## src/gnp_pkg.sv

```systemverilog
// Shared types, constants and arithmetic helpers for the gnomonic projection unit.
// Used by the CORDIC and divider cells, the top level and the port checker.
package gnp_pkg;

    localparam int ANG_W = 36;   // reduced-angle working width, Q30
    localparam int CRD_W = 34;   // CORDIC x, y, z width, Q30
    localparam int DIV_STEPS = 32;

    localparam logic signed [ANG_W-1:0] Q30_PI      = 36'sd3373259426;
    localparam logic signed [ANG_W-1:0] Q30_HALF_PI = 36'sd1686629713;
    localparam logic signed [ANG_W-1:0] Q30_TWO_PI  = 36'sd6746518852;
    localparam logic signed [CRD_W-1:0] Q30_GAIN    = 34'sd652032874;
    localparam logic signed [63:0]      Q30_HALF    = 64'sd536870912;

    localparam logic [1:0] REG_CENTER_RA  = 2'd0;
    localparam logic [1:0] REG_CENTER_DEC = 2'd1;

    typedef struct packed {
        logic signed [31:0] ra;
        logic signed [31:0] dec;
    } gnp_in_t;

    typedef struct packed {
        logic signed [31:0] plane_x;
        logic signed [31:0] plane_y;
        logic               valid_res;
    } gnp_out_t;

    typedef struct packed {
        logic                    vld;
        logic                    neg;
        logic signed [CRD_W-1:0] x;
        logic signed [CRD_W-1:0] y;
        logic signed [CRD_W-1:0] z;
    } cord_t;

    typedef struct packed {
        logic        vld;
        logic        vres;
        logic        neg;
        logic        ovf;
        logic [32:0] d;
        logic [33:0] rem;
        logic [31:0] low;
        logic [31:0] quo;
    } div_t;

    function automatic logic signed [CRD_W-1:0] stage_angle(input int i);
        logic signed [CRD_W-1:0] r;
        unique case (i)
            0: r = 34'sd843314857;
            1: r = 34'sd497837829;
            2: r = 34'sd263043837;
            3: r = 34'sd133525159;
            4: r = 34'sd67021687;
            5: r = 34'sd33543516;
            6: r = 34'sd16775851;
            7: r = 34'sd8388437;
            8: r = 34'sd4194283;
            9: r = 34'sd2097149;
            default: r = (i < 30) ? (34'sd1 <<< (30 - i)) : 34'sd0;
        endcase
        return r;
    endfunction

    // Round a Q30 by Q30 product back to Q30
    function automatic logic signed [31:0] qmul(input logic signed [31:0] a,
                                                input logic signed [31:0] b);
        logic signed [63:0] p;
        p = (64'(a) * 64'(b)) + Q30_HALF;
        p = p >>> 30;
        return p[31:0];
    endfunction

    function automatic logic signed [ANG_W-1:0] wrap_down(input logic signed [ANG_W-1:0] a);
        logic signed [ANG_W-1:0] r;
        r = a;
        for (int k = 0; k < 3; k++) begin
            if (r > Q30_PI)
                r = r - Q30_TWO_PI;
        end
        return r;
    endfunction

    function automatic logic signed [ANG_W-1:0] wrap_up(input logic signed [ANG_W-1:0] a);
        logic signed [ANG_W-1:0] r;
        r = a;
        for (int k = 0; k < 3; k++) begin
            if (r < -Q30_PI)
                r = r + Q30_TWO_PI;
        end
        return r;
    endfunction

    // Fold into [-pi/2, pi/2] and seed a CORDIC lane
    function automatic cord_t cord_seed(input logic v, input logic signed [ANG_W-1:0] a);
        cord_t c;
        logic signed [ANG_W-1:0] r;
        r = wrap_up(a);
        c.neg = 1'b0;
        if (r > Q30_HALF_PI) begin
            r = r - Q30_PI;
            c.neg = 1'b1;
        end
        else if (r < -Q30_HALF_PI) begin
            r = r + Q30_PI;
            c.neg = 1'b1;
        end
        c.vld = v;
        c.x = Q30_GAIN;
        c.y = '0;
        c.z = r[CRD_W-1:0];
        return c;
    endfunction

endpackage

```

## src/gnp_div_cell.sv

```systemverilog
// One restoring-division step: one quotient bit per cell, registered.
// Depends on gnp_pkg for the lane type.
module gnp_div_cell
    import gnp_pkg::*;
(
    input  logic clk,
    input  logic rst_n,
    input  div_t din,
    output div_t dout
);
    div_t        nxt;
    logic [34:0] sh;
    logic        bit_q;

    always_comb
    begin
        nxt = din;
        sh = {din.rem, din.low[31]};
        bit_q = (sh >= {2'b00, din.d});
        if (bit_q)
            nxt.rem = 34'(sh - {2'b00, din.d});
        else
            nxt.rem = sh[33:0];
        nxt.low = {din.low[30:0], 1'b0};
        nxt.quo = {din.quo[30:0], bit_q};
    end

    always_ff @(posedge clk or negedge rst_n)
    begin
        if (!rst_n)
            dout <= '0;
        else
            dout <= nxt;
    end
endmodule

```

## config.mk

```make
export PLATFORM = sky130hd
export DESIGN_NAME = gnp_div_cell
export DESIGN_NICKNAME = d
export VERILOG_FILES = /design/src/gnp_pkg.sv /design/src/gnp_div_cell.sv
export SDC_FILE = /design/constraint.sdc
export NUM_CORES = 1
export LEC_CHECK = 0
export BUFFER_PORTS_ARGS = -buffer_cell sky130_fd_sc_hd__buf_2
export CAP_MARGIN = 20
export CORE_MARGIN = 5
export CORE_UTILIZATION = 30
export DETAILED_ROUTE_END_ITERATION = 12
export PLACE_DENSITY_LB_ADDON = 0.08
export SYNTH_ARGS = -nofsm -noshare
export SYNTH_HDL_FRONTEND = slang
export SYNTH_SLANG_ARGS = --single-unit
```

## constraint.sdc

```tcl
create_clock -name clk -period 0.8 [get_ports clk]
set_input_delay 0.04 -clock clk [delete_from_list [all_inputs] [get_ports clk]]
set_output_delay 0.04 -clock clk [all_outputs]
set_load 0.1 [all_outputs]
```

==> impl_metrics.json <==
{
  "synthTopCellsByArea": "dfrtp_1, ha_1, nand2_1",
  "wire_length_of_the_first_global_routing_pass_um": 35200,
  "timing.hold.worst.class": "input port to asynchronous set/reset pin",
  "irDropWorstVdd_mv": 1.39,
  "fmax_mhz": 515,
  "dr_total_vias": 5941,
  "postRouteWirelength_um": 22500,
  "die_height_um": 148,
  "report.final.hold_viol_count": 0,
  "synth.yosys.seq_area_share": 0.590,
  "synth_cell_types": 57,
  "finalSetupTns_ps": -68050,
  "postSynthRegisterBits": 134,
  "placed_area_um2": 10600,
  "start_util": 0.304,
  "post-dp-hpwl_um": 16600,
  "largest-register": "dout",
  "period_minus_slack_ps": 1940,
  "first_global_vias": 6554,
  "cts_tree": "built",
  "max_slew.worst_pin.slew_ps": 610,
  "setup_viol_count_final": 169,
  "clkSlewWorstSetupHoldPaths_ps": 60,
  "timing.critical_path.required_ps": 1100,
  "setup.worst_path.end": "dout[90]$_DFF_PN0_",
  "synthesis.area_per_instance_um2": 11.4,
  "timing.critical_path.from": "din[63]",
  "timing.slew.headroom": 0.583,
  "biggest_fanout_along_the_worst_timing_path": 3,
  "fin_area_um2": 13300,
  "rsz_0062_raised_after_global_routing": "true",
  "crit_path_class": "input port to flip-flop",
  "synthesis.instances": 499,
  "drv.max_cap_violation_count": 0,
  "die_area_um2": 21800,
  "worst_path_max_delay_cell": "fa_2",
  "post_drt_via_cell_ratio": 4.54,
  "port-buffer-count": 269,
  "i_o_pins": 272,
  "synth-async-reset-ratio": 1.00,
  "die_width_um": 148,
  "synth.cell_area_um2": 5680,
  "reg.largest.list": "dout x134",
  "synth-main-ff-cell": "dfrtp_1",
  "timing.critical_path.cells": "buf_8 -> inv_4 -> ha_4 -> inv_2 -> fa_2 -> a21oi_4 -> o21ai_4 -> a311oi_2 -> buf_4 -> o31ai_4 -> a41oi_2 -> o21ai_2 -> xor2_1 -> mux2_4",
  "route.antenna.remaining_nets": 0,
  "period_share": 2.43,
  "synth.net_count": 670,
  "row_cnt": 50,
  "gr-total-overflow": 0,
  "start_kind": "input port",
  "max_stage_delay_ps": 380,
  "netlist.top_cell.by_area": "dfrtp_1",
  "fp.coreArea_um2": 18700,
  "grt_usage": 0.204,
  "cts_buffers": 17,
  "ys_warnings": 0,
  "outcome": "finished with violations",
  "area_growth_syn_to_layout_pct": 135,
  "yosys.area.top_type_share": 0.590,
  "firstDrtPassIters": 4,
  "yosys-top-cells-count": "dfrtp_1, nand2_1, inv_1, o21ai_1, ha_1",
  "worst_path_setup_slack_after_routing_ps": -1140,
  "final_estimated_routing_congestion_in_global_placement": 0.853,
  "antenna_found_initial": 6,
  "final_nets": 1230,
  "max-clock-path-buffers": 2,
  "cts_max_level": 4,
  "power.density_cell_area_nw_per_um2": 2150,
  "largest_reg_flops": 134,
  "synth_edf_count": 0,
  "cts_root_buffer": "clkbuf_16",
  "worst_ep_arrival_time_ps": 2240,
  "final_core_util": 0.713,
  "drt_drc_violations_left": 0,
  "wire_per_inst_um": 17.2,
  "grt_max_degree": 40,
  "failed_checks": "negative setup slack",
  "power.total_mw": 28.7,
  "most_frequent_cell_after_synthesis": "dfrtp_1",
  "leakagePower_nw": 6.11,
  "cts.sinks": 134,
  "layout-drive-gt1-share": 0.642,
  "final-max-slew-violation-count": 0,
  "setup.worst_path.end_class": "flip-flop",
  "drt_iter0_markers": 203
}
stage by stage:
step / setup slack, ps / hold slack (ps) / cells
floorplan: -1300 / -256 / 499
global placement: -1740 / -96.6 / 1121
detailed placement: -1810 / -94.0 / 1121
CTS: -1170 / -131 / 1294
global route: -1200 / 13.8 / 1306
finish: -1140 / 31.2 / 1308
worst max-delay path, delay by kind of cell:
kind | cells | cell delay, ps
buffers and inverters | 4 | 370
adders and majority gates | 2 | 510
muxes | 1 | 260
xor gates and xnor gates | 1 | 170
AOI/OAI and AO/OA | 6 | 880
power breakdown:
| part | switching [mW] | leakage [nW] | internal (mW) |
|---|---|---|---|
| logic | 7.25 | 4.38 | 5.03 |
| clock network | 3.32 | 0.297 | 5.02 |
| registers | 0.549 | 1.43 | 7.53 |
routing by layer:
layer | track usage | vias up | part of all wire
met5 | 0 | - | 0.0028
met4 | 0.0545 | 10 | 0.013
met3 | 0.0635 | 32 | 0.076
li1 | - | 2839 | -
met1 | 0.235 | 2847 | 0.38
met2 | 0.366 | 213 | 0.53
timing repair:
item	in CTS	in global routing
setup buffers	9	10
gates cloned	1	2
pin swaps	22	49
endpoints found under the setup margin	169	169
hold buffers	131	1
resized for setup	34	101
endpoints found under the hold margin	265	1
area by class of cell:
type | instances | area (um^2)
repair buffers | 556 | 6050
flip-flops and latches | 134 | 3520
well taps | 234 | 293
clock buffers | 18 | 429
clock inverters | 14 | 189
inverters | 45 | 189
fillers | 1280 | 5360
diodes | 2 | 5.00
multi-input cells | 305 | 2680
kinds of logic (layout without fill, tap and decap cells):
logic type               Yosys count  after routing  share of synthesized area
flip-flops                       134            134                      0.590
AO/OA/AOI/OAI                    129            129                      0.149
AND/OR/NAND/NOR                  108            108                     0.0892
buffers and inverters             60            633                     0.0427
adder cells (fa/ha/maj)           34             34                     0.0762
XOR/XNOR                          30             30                     0.0462
multiplexers                       3              3                    0.00572
other                              1              3                   0.000660
cells in the final DEF, fill, tap and decap left out, types with 3 or more instances in the layout:
cell type,Yosys,final
buf_12,0,141
buf_4,2,135
dfrtp_2,0,133
dlygate4sd3_1,0,132
buf_2,8,130
nand2_1,58,39
inv_1,44,38
a21oi_1,32,27
ha_1,33,22
o21ai_2,1,20
clkbuf_16,0,19
xnor2_1,18,18
o21ai_1,34,14
buf_6,0,14
nor2_1,11,11
xor2_1,12,11
nand2_2,0,11
ha_4,0,11
a21o_1,10,10
o21ai_0,11,10
nand2_4,0,8
nand3_1,9,7
o21bai_1,7,6
inv_6,0,6
nand4_1,5,5
inv_2,1,3
inv_4,0,3
and3_1,3,3
a2111oi_4,1,3
a211oi_4,0,3
o21a_1,3,3
a21oi_2,0,3
a211oi_1,7,3
nor3_1,5,3
a31oi_1,4,3
bufinv_16,0,3
worst min-delay path by stage:
stage                  from             endpoint  cells past startpoint
global placement      rst_n  dout[125]$_DFF_PN0_                      1
CTS                 din[89]   dout[90]$_DFF_PN0_                      2
floorplan             rst_n    dout[0]$_DFF_PN0_                      0
finish                rst_n  dout[125]$_DFF_PN0_                      2
global route        din[64]   dout[65]$_DFF_PN0_                      3
detailed placement    rst_n  dout[125]$_DFF_PN0_                      1
(Power assumes the default switching activity.)
