===== config.mk =====
export PLATFORM = sky130hd
export DESIGN_NAME = gnp_cordic_cell
export DESIGN_NICKNAME = d
export VERILOG_FILES = /design/src/gnp_pkg.sv /design/src/gnp_cordic_cell.sv
export SDC_FILE = /design/constraint.sdc
export NUM_CORES = 1
export LEC_CHECK = 0
export BUFFER_PORTS_ARGS = -buffer_cell sky130_fd_sc_hd__buf_2
export CORE_MARGIN = 2
export CORE_UTILIZATION = 50
export CTS_BUF_LIST = sky130_fd_sc_hd__clkbuf_8
export CTS_CLUSTER_DIAMETER = 200
export DETAILED_ROUTE_END_ITERATION = 8
export PLACE_DENSITY = 0.77
export SETUP_SLACK_MARGIN = 0.5
export SKIP_CTS_REPAIR_TIMING = 1
export SYNTH_ARGS = -nofsm -noshare
export SYNTH_HDL_FRONTEND = slang
export SYNTH_SLANG_ARGS = --single-unit

===== constraint.sdc =====
create_clock -name clk -period 0.8 [get_ports clk]
set_input_delay 0.2 -clock clk [delete_from_list [all_inputs] [get_ports clk]]
set_output_delay 0.2 -clock clk [all_outputs]
set_load 0.02 [all_outputs]

===== src/gnp_pkg.sv =====
// Shared types, constants and arithmetic helpers for the gnomonic projection unit.
// Used by the CORDIC and divider cells, the top level and the port checker.
package gnp_pkg;

    localparam int ANG_W = 36;   // reduced-angle working width, Q30
    localparam int CRD_W = 34;   // CORDIC x, y, z width, Q30
    localparam int DIV_STEPS = 32;

    localparam logic signed [ANG_W-1:0] Q30_PI      = 36'sd3373259426;
    localparam logic signed [ANG_W-1:0] Q30_HALF_PI = 36'sd1686629713;
    localparam logic signed [ANG_W-1:0] Q30_TWO_PI  = 36'sd6746518852;
    localparam logic signed [CRD_W-1:0] Q30_GAIN    = 34'sd652032874;
    localparam logic signed [63:0]      Q30_HALF    = 64'sd536870912;

    localparam logic [1:0] REG_CENTER_RA  = 2'd0;
    localparam logic [1:0] REG_CENTER_DEC = 2'd1;

    typedef struct packed {
        logic signed [31:0] ra;
        logic signed [31:0] dec;
    } gnp_in_t;

    typedef struct packed {
        logic signed [31:0] plane_x;
        logic signed [31:0] plane_y;
        logic               valid_res;
    } gnp_out_t;

    typedef struct packed {
        logic                    vld;
        logic                    neg;
        logic signed [CRD_W-1:0] x;
        logic signed [CRD_W-1:0] y;
        logic signed [CRD_W-1:0] z;
    } cord_t;

    typedef struct packed {
        logic        vld;
        logic        vres;
        logic        neg;
        logic        ovf;
        logic [32:0] d;
        logic [33:0] rem;
        logic [31:0] low;
        logic [31:0] quo;
    } div_t;

    function automatic logic signed [CRD_W-1:0] stage_angle(input int i);
        logic signed [CRD_W-1:0] r;
        unique case (i)
            0: r = 34'sd843314857;
            1: r = 34'sd497837829;
            2: r = 34'sd263043837;
            3: r = 34'sd133525159;
            4: r = 34'sd67021687;
            5: r = 34'sd33543516;
            6: r = 34'sd16775851;
            7: r = 34'sd8388437;
            8: r = 34'sd4194283;
            9: r = 34'sd2097149;
            default: r = (i < 30) ? (34'sd1 <<< (30 - i)) : 34'sd0;
        endcase
        return r;
    endfunction

    // Round a Q30 by Q30 product back to Q30
    function automatic logic signed [31:0] qmul(input logic signed [31:0] a,
                                                input logic signed [31:0] b);
        logic signed [63:0] p;
        p = (64'(a) * 64'(b)) + Q30_HALF;
        p = p >>> 30;
        return p[31:0];
    endfunction

    function automatic logic signed [ANG_W-1:0] wrap_down(input logic signed [ANG_W-1:0] a);
        logic signed [ANG_W-1:0] r;
        r = a;
        for (int k = 0; k < 3; k++) begin
            if (r > Q30_PI)
                r = r - Q30_TWO_PI;
        end
        return r;
    endfunction

    function automatic logic signed [ANG_W-1:0] wrap_up(input logic signed [ANG_W-1:0] a);
        logic signed [ANG_W-1:0] r;
        r = a;
        for (int k = 0; k < 3; k++) begin
            if (r < -Q30_PI)
                r = r + Q30_TWO_PI;
        end
        return r;
    endfunction

    // Fold into [-pi/2, pi/2] and seed a CORDIC lane
    function automatic cord_t cord_seed(input logic v, input logic signed [ANG_W-1:0] a);
        cord_t c;
        logic signed [ANG_W-1:0] r;
        r = wrap_up(a);
        c.neg = 1'b0;
        if (r > Q30_HALF_PI) begin
            r = r - Q30_PI;
            c.neg = 1'b1;
        end
        else if (r < -Q30_HALF_PI) begin
            r = r + Q30_PI;
            c.neg = 1'b1;
        end
        c.vld = v;
        c.x = Q30_GAIN;
        c.y = '0;
        c.z = r[CRD_W-1:0];
        return c;
    endfunction

endpackage


===== src/gnp_cordic_cell.sv =====
// One rotation-mode CORDIC stage, registered.
// Depends on gnp_pkg for the lane type and the stage angle table.
module gnp_cordic_cell
    import gnp_pkg::*;
#(
    parameter int STAGE = 0
)
(
    input  logic  clk,
    input  logic  rst_n,
    input  cord_t din,
    output cord_t dout
);
    localparam logic signed [CRD_W-1:0] ANGLE = stage_angle(STAGE);

    cord_t nxt;

    always_comb
    begin
        nxt = din;
        if (din.z >= 0)
        begin
            nxt.x = din.x - (din.y >>> STAGE);
            nxt.y = din.y + (din.x >>> STAGE);
            nxt.z = din.z - ANGLE;
        end
        else
        begin
            nxt.x = din.x + (din.y >>> STAGE);
            nxt.y = din.y - (din.x >>> STAGE);
            nxt.z = din.z + ANGLE;
        end
    end

    always_ff @(posedge clk or negedge rst_n)
    begin
        if (!rst_n)
            dout <= '0;
        else
            dout <= nxt;
    end
endmodule


==> metrics.yaml, run 1 <==
critical_path:
  startpoint_type: "input pin"
  cp-endpoint: "dout[29]$_DFF_PN0_"
  cp_data_arrival_time_ns: 3.89
  crit_top_cell: "a221o_1"
  path_cells: "buf_6 > or4_4 > nor4_2 > and4_1 > nand2b_4 > buf_12 > ha_4 > a211oi_2 > o21ai_1 > a221o_1 > a21o_1 > a221o_1 > or3_4 > a31oi_4 > o21ai_2 > xor2_1"
  path_class: "input pin to register"
  slowest_delay_ns: 0.53
  startpoint: "din[10]"
  worstPathMaxFanout: 6
  worstPathRequired_ns: 1.10
  critical-path-slowest-cell: "or4_4"
  endpoint_kind: "register"
timing:
  timing.final.crit_share_pct: 449
  finalSetupTns_ns: -201.79
  max_freq_mhz: 279
  slew_viol_final: 0
  hold_viol_final: 105
  hold_ws_ns: -0.330
  rsz0062_at_grt: "true"
  worst_slack_ns: -2.79
  post-route-min-period_ns: 3.59
  tightest_slew_ns: 0.664
  maxSlewHeadroom_pct: 55.2
  setup_violations: 203
logic_synthesis:
  yosysWarnings: 0
  synthArstFlopShare_pct: 100
  syn_nets: 1489
  ys_ff_latch: 103
  synth_cell_types: 74
  ys_seq_area_share_pct: 25.4
  synth_edf_count: 0
  syn_inst: 1247
  synth_top_flop_cell: "dfrtp_1"
  syn_area_sq_um: 10200
  syn_area_per_cell_sq_um: 8.14
route:
  wl_mm: 44.1
  drt_iter0_drc: 1275
  viasPerCell: 5.92
  wire_per_inst_um: 20.2
  first_pass_iters: 6
  ant_nets: 0
  vias: 12900
  remaining_drc_errors: 0
status:
  outcome: "complete, but fails checks"
  violations: "negative hold slack, negative setup slack"
floorplanning:
  fp.coreArea_sq_um: 20100
  rows: 52
  pin_count: 210
  die_w_um: 147
  fp.dieArea_sq_um: 21500
  dieHeight_um: 147
  initial_core_util_pct: 50.5
global_routing:
  grt_pass1_vias: 11800
  antenna_found_initial: 0
  grt_start_max_net_pins: 46
  grt_remaining_overflow: 0
  grt_usage_pct: 33.9
  grt_pass1_wl_mm: 58.7
clock_tree:
  htreeDepth: 3
  cts_buffers: 9
  cts_tree: "built"
  clk_pin_slew_ns: 0.11
  cts_sinks: 103
  cts-root-buf: "clkbuf_8"
  clockBufferDepth: 2
layout:
  largest_register_ffs: 103
  syn_to_final_growth_pct: 68.4
  final_cell_mix: "445 x buf_4, 191 x buf_2, 105 x ha_1"
  post-route-util_pct: 85.1
  nNetsFinal: 2148
  final_common_cell: "buf_4"
  antenna_cells: 0
  top_regs: "dout (103)"
  regMostFlops: "dout"
  final_layout_size_suffix_gt1_share_pct: 49.5
power:
  peakVddDrop_mv: 0.921
  cellPowerDensity_nw_per_um2: 1470
  p_leak_nw: 8.37
placed_design:
  gp_congestion: 1.03
  port_buffers: 209
  dpl.hpwl_mm: 30.7
  dp_slack_ns: -3.24
flow_run:
  drv_cap: 0
hold_path:
  hp-class: "input pin to async pin"
## how the worst min path moves through the flow
| stage | start | endpoint | slack [ns] | depth (start not counted) |
|---|---|---|---|---|
| after detailed placement | rst_n | dout[19]$_DFF_PN0_ | 0.1 | 1 |
| after floorplan | rst_n | dout[0]$_DFF_PN0_ | -0.1 | 0 |
| after CTS | rst_n | dout[33]$_DFF_PN0_ | -0.35 | 1 |
| final | rst_n | dout[24]$_DFF_PN0_ | -0.33 | 1 |
| after global routing | rst_n | dout[33]$_DFF_PN0_ | -0.35 | 1 |
| after global placement | rst_n | dout[24]$_DFF_PN0_ | 0.09 | 1 |
## routing by layer
layer | global-route usage, % | vias up | wire length (um)
li1 | - | 5736 | -
met1 | 44.6 | 6089 | 16600
met2 | 57.9 | 828 | 21300
met3 | 3.62 | 253 | 3750
met4 | 12.4 | 0 | 2550
met5 | 0 | - | 0
## cell usage after synthesis (12+ instances only)
cell type | instances | area [sq um]
nand2_1 | 64 | 240
xnor2_1 | 74 | 648
a21o_1 | 39 | 293
o21bai_1 | 34 | 255
a211oi_1 | 15 | 113
o21ai_0 | 81 | 405
nand2b_1 | 26 | 163
dfrtp_1 | 103 | 2580
xor2_1 | 17 | 149
a21oi_1 | 139 | 696
nor2b_1 | 12 | 75.1
nor4_1 | 12 | 75.1
nor2_1 | 109 | 409
nand4_1 | 12 | 75.1
clkbuf_1 | 24 | 90.1
nor3_1 | 22 | 110
buf_2 | 14 | 70.1
ha_1 | 132 | 1650
a31oi_1 | 18 | 113
inv_1 | 113 | 424
nand3_1 | 17 | 85.1
o211ai_1 | 12 | 90.1
## worst max-delay path: cells and delay by family
family | cells | cell delay, ns
AOI/OAI and AO/OA | 7 | 1.55
xor gates and xnor gates | 1 | 0.13
adders and majority gates | 1 | 0.20
buffers and inverters | 2 | 0.23
and+or+nand+nor | 5 | 1.57
## report_power, final
group          internal, mW  switching (mW)  leakage [nW]  total [mW]
clock network          1.23            2.12        0.0945        3.36
logic                  6.70            8.25          7.08        15.0
registers              6.32           0.437          1.20        6.75
## area by class of cell
class                      instances  area, sq um
sequential                       103         2580
clock buffer                      10          138
clock inverter                     6         42.5
fill                            1081         3000
inverter                         115          483
timing repair buffer             697         5110
tap                              270          338
multi-input combinational        980         8410
## cell families after synthesis
family | share of synthesized area, %
buffers and inverters | 6.37
AO/OA/AOI/OAI | 26.8
multiplexers | 1.10
flip-flops | 25.4
AND/OR/NAND/NOR | 15.4
XOR/XNOR | 7.85
adder cells (fa/ha/maj) | 17.1
## stage by stage
step | cell area, sq um | instances | hold slack, ns | power (mW)
6_report | 17100 | 2181 | -0.330 | 25.1
5_1_grt | 17100 | 2181 | -0.345 | 26.1
4_1_cts | 15500 | 2149 | -0.347 | 22.7
3_5_place_dp | 15300 | 2133 | 0.0976 | 19.4
3_3_place_gp | 15300 | 2133 | 0.0935 | 19.1
2_1_floorplan | 10800 | 1247 | -0.0956 | 13.6
Note: power is estimated with default switching activity, not from simulation.
==> run 2, diff against run 1 <==
--- a/config.mk
+++ b/config.mk
@@ -14,6 +14,8 @@
 export PLACE_DENSITY = 0.77
 export SETUP_SLACK_MARGIN = 0.5
 export SKIP_CTS_REPAIR_TIMING = 1
+export SKIP_LAST_GASP = 1
 export SYNTH_ARGS = -nofsm -noshare
 export SYNTH_HDL_FRONTEND = slang
 export SYNTH_SLANG_ARGS = --single-unit
+export TNS_END_PERCENT = 30
==> metrics.yaml, run 2 (synthesized netlist as in run 1, its figures left out) <==
status:
  outcome: "complete, but fails checks"
  violations: "negative hold slack, negative setup slack"
timing:
  setup_violations: 203
  hold_viol_final: 105
  rsz0062_at_grt: "true"
  maxSlewHeadroom_pct: 58.7
  post-route-min-period_ns: 4.29
  finalSetupTns_ns: -249.75
  slew_viol_final: 0
  worst_slack_ns: -3.49
  tightest_slew_ns: 0.610
  max_freq_mhz: 233
  hold_ws_ns: -0.389
  timing.final.crit_share_pct: 537
clock_tree:
  cts-root-buf: "clkbuf_8"
  htreeDepth: 3
  clk_pin_slew_ns: 0.12
  clockBufferDepth: 2
  cts_buffers: 9
  cts_tree: "built"
  cts_sinks: 103
global_routing:
  grt_usage_pct: 33.9
  antenna_found_initial: 1
  grt_start_max_net_pins: 40
  grt_pass1_wl_mm: 58.9
  grt_pass1_vias: 11800
  grt_remaining_overflow: 0
layout:
  top_regs: "dout (103)"
  regMostFlops: "dout"
  post-route-util_pct: 85.3
  final_cell_mix: "464 x buf_4, 197 x buf_2, 111 x a21oi_1"
  largest_register_ffs: 103
  final_common_cell: "buf_4"
  instances_no_fill: 2193
  syn_to_final_growth_pct: 68.8
  nNetsFinal: 2159
  final_layout_size_suffix_gt1_share_pct: 49.5
critical_path:
  startpoint_type: "input pin"
  worstPathRequired_ns: 1.12
  path_class: "input pin to register"
  endpoint_kind: "register"
  cp_data_arrival_time_ns: 4.61
  worstPathMaxFanout: 6
placed_design:
  dp.cells: 2131
  port_buffers: 209
  gp_congestion: 0.995
  dpl.hpwl_mm: 30.5
hold_path:
  hp-class: "input pin to async pin"
route:
  drt_iter0_drc: 1387
  wl_mm: 45.9
  vias: 13000
  viasPerCell: 5.92
  first_pass_iters: 6
  remaining_drc_errors: 0
  ant_nets: 0
  wire_per_inst_um: 20.9
floorplanning:
  fp.dieArea_sq_um: 21500
  pin_count: 210
  dieHeight_um: 147
  initial_core_util_pct: 50.5
  die_w_um: 147
  fp.coreArea_sq_um: 20100
  rows: 52
power:
  p_leak_nw: 8.36
  cellPowerDensity_nw_per_um2: 1480
  peakVddDrop_mv: 0.862
flow_run:
  drv_cap: 0
-- run 2: through the flow --
stage | setup slack (ns) | power (mW) | area [sq um]
2_1_floorplan | -3.08 | 13.4 | 10600
3_3_place_gp | -3.17 | 19.0 | 15200
3_5_place_dp | -3.30 | 19.2 | 15200
4_1_cts | -2.91 | 22.8 | 15400
5_1_grt | -3.49 | 26.3 | 17100
6_report | -3.49 | 25.4 | 17100
-- run 2: layer usage --
layer  up-vias  wire length, um  track usage, %
met1      6141            17400            45.5
met4         2             2780            8.98
met2       836            21600            58.2
li1       5748                -               -
met5         -               17               0
met3       252             4110            3.88
-- run 2: worst paths after layout --
path / cells after the start / start / to
setup / recovery: 19 / din[30] / dout[33]$_DFF_PN0_
hold / removal: 1 / rst_n / dout[35]$_DFF_PN0_
max in group asynchronous: 2 / rst_n / dout[51]$_DFF_PN0_
min in group clk: 1 / din[102] / dout[102]$_DFF_PN0_
-- run 2: report_power, final --
group	switching (mW)	leakage, nW	total [mW]	internal (mW)
registers	0.405	1.20	6.72	6.32
clock network	2.28	0.0975	3.65	1.37
logic	8.36	7.07	15.0	6.64
-- run 2: layout make-up --
type / instances / area [sq um]
diodes: 1 / 2.50
clock buffers: 11 / 151
clock inverters: 5 / 48.8
fillers: 1102 / 2960
inverters: 115 / 468
multi-input cells: 980 / 8460
flip-flops and latches: 103 / 2580
well taps: 270 / 338
repair buffers: 706 / 5080
repair inverters: 2 / 22.5
-- run 2: critical path, cell delays in order --
cell and delay [ns]:
buf_2 0.16, nor4_1 0.39, nand4_1 0.42, nor4_4 0.31, and4_1 0.25, nand2b_4 0.27
buf_12 0.15, inv_8 0.05, ha_4 0.28, and3_4 0.18, and3_4 0.19, a211oi_4 0.06
a311oi_2 0.39, a221o_1 0.29, buf_6 0.13, o31ai_4 0.05, o311a_1 0.37, o21bai_1 0.22
xor2_1 0.22
==> run 3, diff against run 2 <==
--- a/config.mk
+++ b/config.mk
@@ -11,7 +11,7 @@
 export CTS_BUF_LIST = sky130_fd_sc_hd__clkbuf_8
 export CTS_CLUSTER_DIAMETER = 200
 export DETAILED_ROUTE_END_ITERATION = 8
-export PLACE_DENSITY = 0.77
+export PLACE_DENSITY = 0.74
 export SETUP_SLACK_MARGIN = 0.5
 export SKIP_CTS_REPAIR_TIMING = 1
 export SKIP_LAST_GASP = 1
==> constraint.sdc (replaced) <==
create_clock -name clk -period 4.9 [get_ports clk]
set_input_delay 1.225 -clock clk [delete_from_list [all_inputs] [get_ports clk]]
set_output_delay 1.225 -clock clk [all_outputs]
set_load 0.02 [all_outputs]
==> metrics.yaml, run 3 (synthesized netlist as in run 1, its figures left out) <==
clock_tree:
  cts_buffers: 9
  cts_tree: "built"
  cts_sinks: 103
  clk_pin_slew_ns: 0.10
  htreeDepth: 3
  cts-root-buf: "clkbuf_8"
  clockBufferDepth: 2
layout:
  antenna_cells: 0
  syn_to_final_growth_pct: 24.4
  final_layout_size_suffix_gt1_share_pct: 25.0
  top_regs: "dout (103)"
  final_common_cell: "buf_2"
  post-route-util_pct: 62.8
  final_cell_mix: "207 x buf_2, 137 x a21oi_1, 124 x ha_1"
  instances_no_fill: 1792
  nNetsFinal: 1759
  largest_register_ffs: 103
  regMostFlops: "dout"
  final_cell_area_sq_um: 12600
floorplanning:
  dieHeight_um: 147
  rows: 52
  initial_core_util_pct: 50.5
  fp.dieArea_sq_um: 21500
  fp.coreArea_sq_um: 20100
  pin_count: 210
  die_w_um: 147
critical_path:
  cp_data_arrival_time_ns: 4.93
  endpoint_kind: "register"
  startpoint: "din[10]"
  worstPathMaxFanout: 8
  path_class: "input pin to register"
  worstPathRequired_ns: 5.17
  startpoint_type: "input pin"
timing:
  setup_violations: 0
  slew_viol_final: 0
  post-route-min-period_ns: 4.66
  timing.final.crit_share_pct: 95.0
  hold_viol_final: 0
  maxSlewHeadroom_pct: 33.5
  tightest_slew_ns: 0.997
  rsz0062_at_grt: "true"
  hold_ws_ns: 0.946
  finalSetupTns_ns: 0
  max_freq_mhz: 215
route:
  viasPerCell: 5.80
  wl_mm: 31.5
  ant_nets: 0
  wire_per_inst_um: 17.6
  first_pass_iters: 5
  drt_iter0_drc: 968
  vias: 10400
  remaining_drc_errors: 0
power:
  p_leak_nw: 6.12
  cellPowerDensity_nw_per_um2: 267
  peakVddDrop_mv: 0.140
hold_path:
  hp-class: "input pin to register"
  min_from: "din[102]"
global_routing:
  grt_start_max_net_pins: 78
  grt_pass1_wl_mm: 49.4
  grt_usage_pct: 28.3
  grt_remaining_overflow: 0
  antenna_found_initial: 0
  grt_pass1_vias: 9888
placed_design:
  gp_congestion: 0.971
  dpl.hpwl_mm: 24.7
  port_buffers: 209
  dpl_cell_area_sq_um: 12200
  dp.cells: 1769
status:
  outcome: "completed"
flow_run:
  drv_cap: 0
[run 3: metal layers]
| metal | global-route usage (%) | share of wire (%) | up-vias | wire, um |
|---|---|---|---|---|
| li1 | - | - | 4958 | - |
| met1 | 39.0 | 44 | 4903 | 13700 |
| met2 | 46.3 | 47 | 467 | 14700 |
| met3 | 4.44 | 7.1 | 69 | 2240 |
| met4 | 7.91 | 2.6 | 0 | 828 |
| met5 | 0 | 0 | - | 0 |
[run 3: worst max-delay path, cell delays in order]
cell and delay, ns:
buf_6 0.10, or4_4 0.54, nor4_4 0.23, and4_1 0.26
nand2b_4 0.26, clkinv_8 0.12, ha_4 0.24, and3_4 0.17
and3_4 0.18, a211oi_4 0.28, a311oi_4 0.16, a221o_1 0.38
or3_4 0.35, a31oi_4 0.22, o21ai_2 0.07, xor2_1 0.15
[run 3: layout make-up]
cell class	count	area, sq um
fill	1796	7470
inverter	115	444
multi-input combinational	980	7230
timing repair inverter	1	8.76
clock inverter	6	65.1
tap	270	338
timing repair buffer	307	1840
clock buffer	10	138
sequential	103	2580
[run 3: final timing paths]
path | depth (start not counted) | slack [ns] | to
max in group asynchronous | 2 | 2.96 | dout[60]$_DFF_PN0_
hold / removal | 1 | 0.95 | dout[102]$_DFF_PN0_
setup / recovery | 16 | 0.24 | dout[29]$_DFF_PN0_
min in group asynchronous | 1 | 1.02 | dout[85]$_DFF_PN0_
[run 3: where the power goes]
part           switching, mW  internal [mW]  total, mW
Sequential            0.0570           1.03       1.09
Clock                  0.328          0.254      0.582
Combinational           1.05          0.646       1.70
Total                   1.44           1.93       3.37
[run 3: through the flow]
stage	setup WS [ns]	power, mW
CTS	0.115	3.33
global placement	-0.152	2.72
floorplan	-0.00916	2.15
detailed placement	-0.264	2.74
finish	0.244	3.37
global route	0.0892	3.56
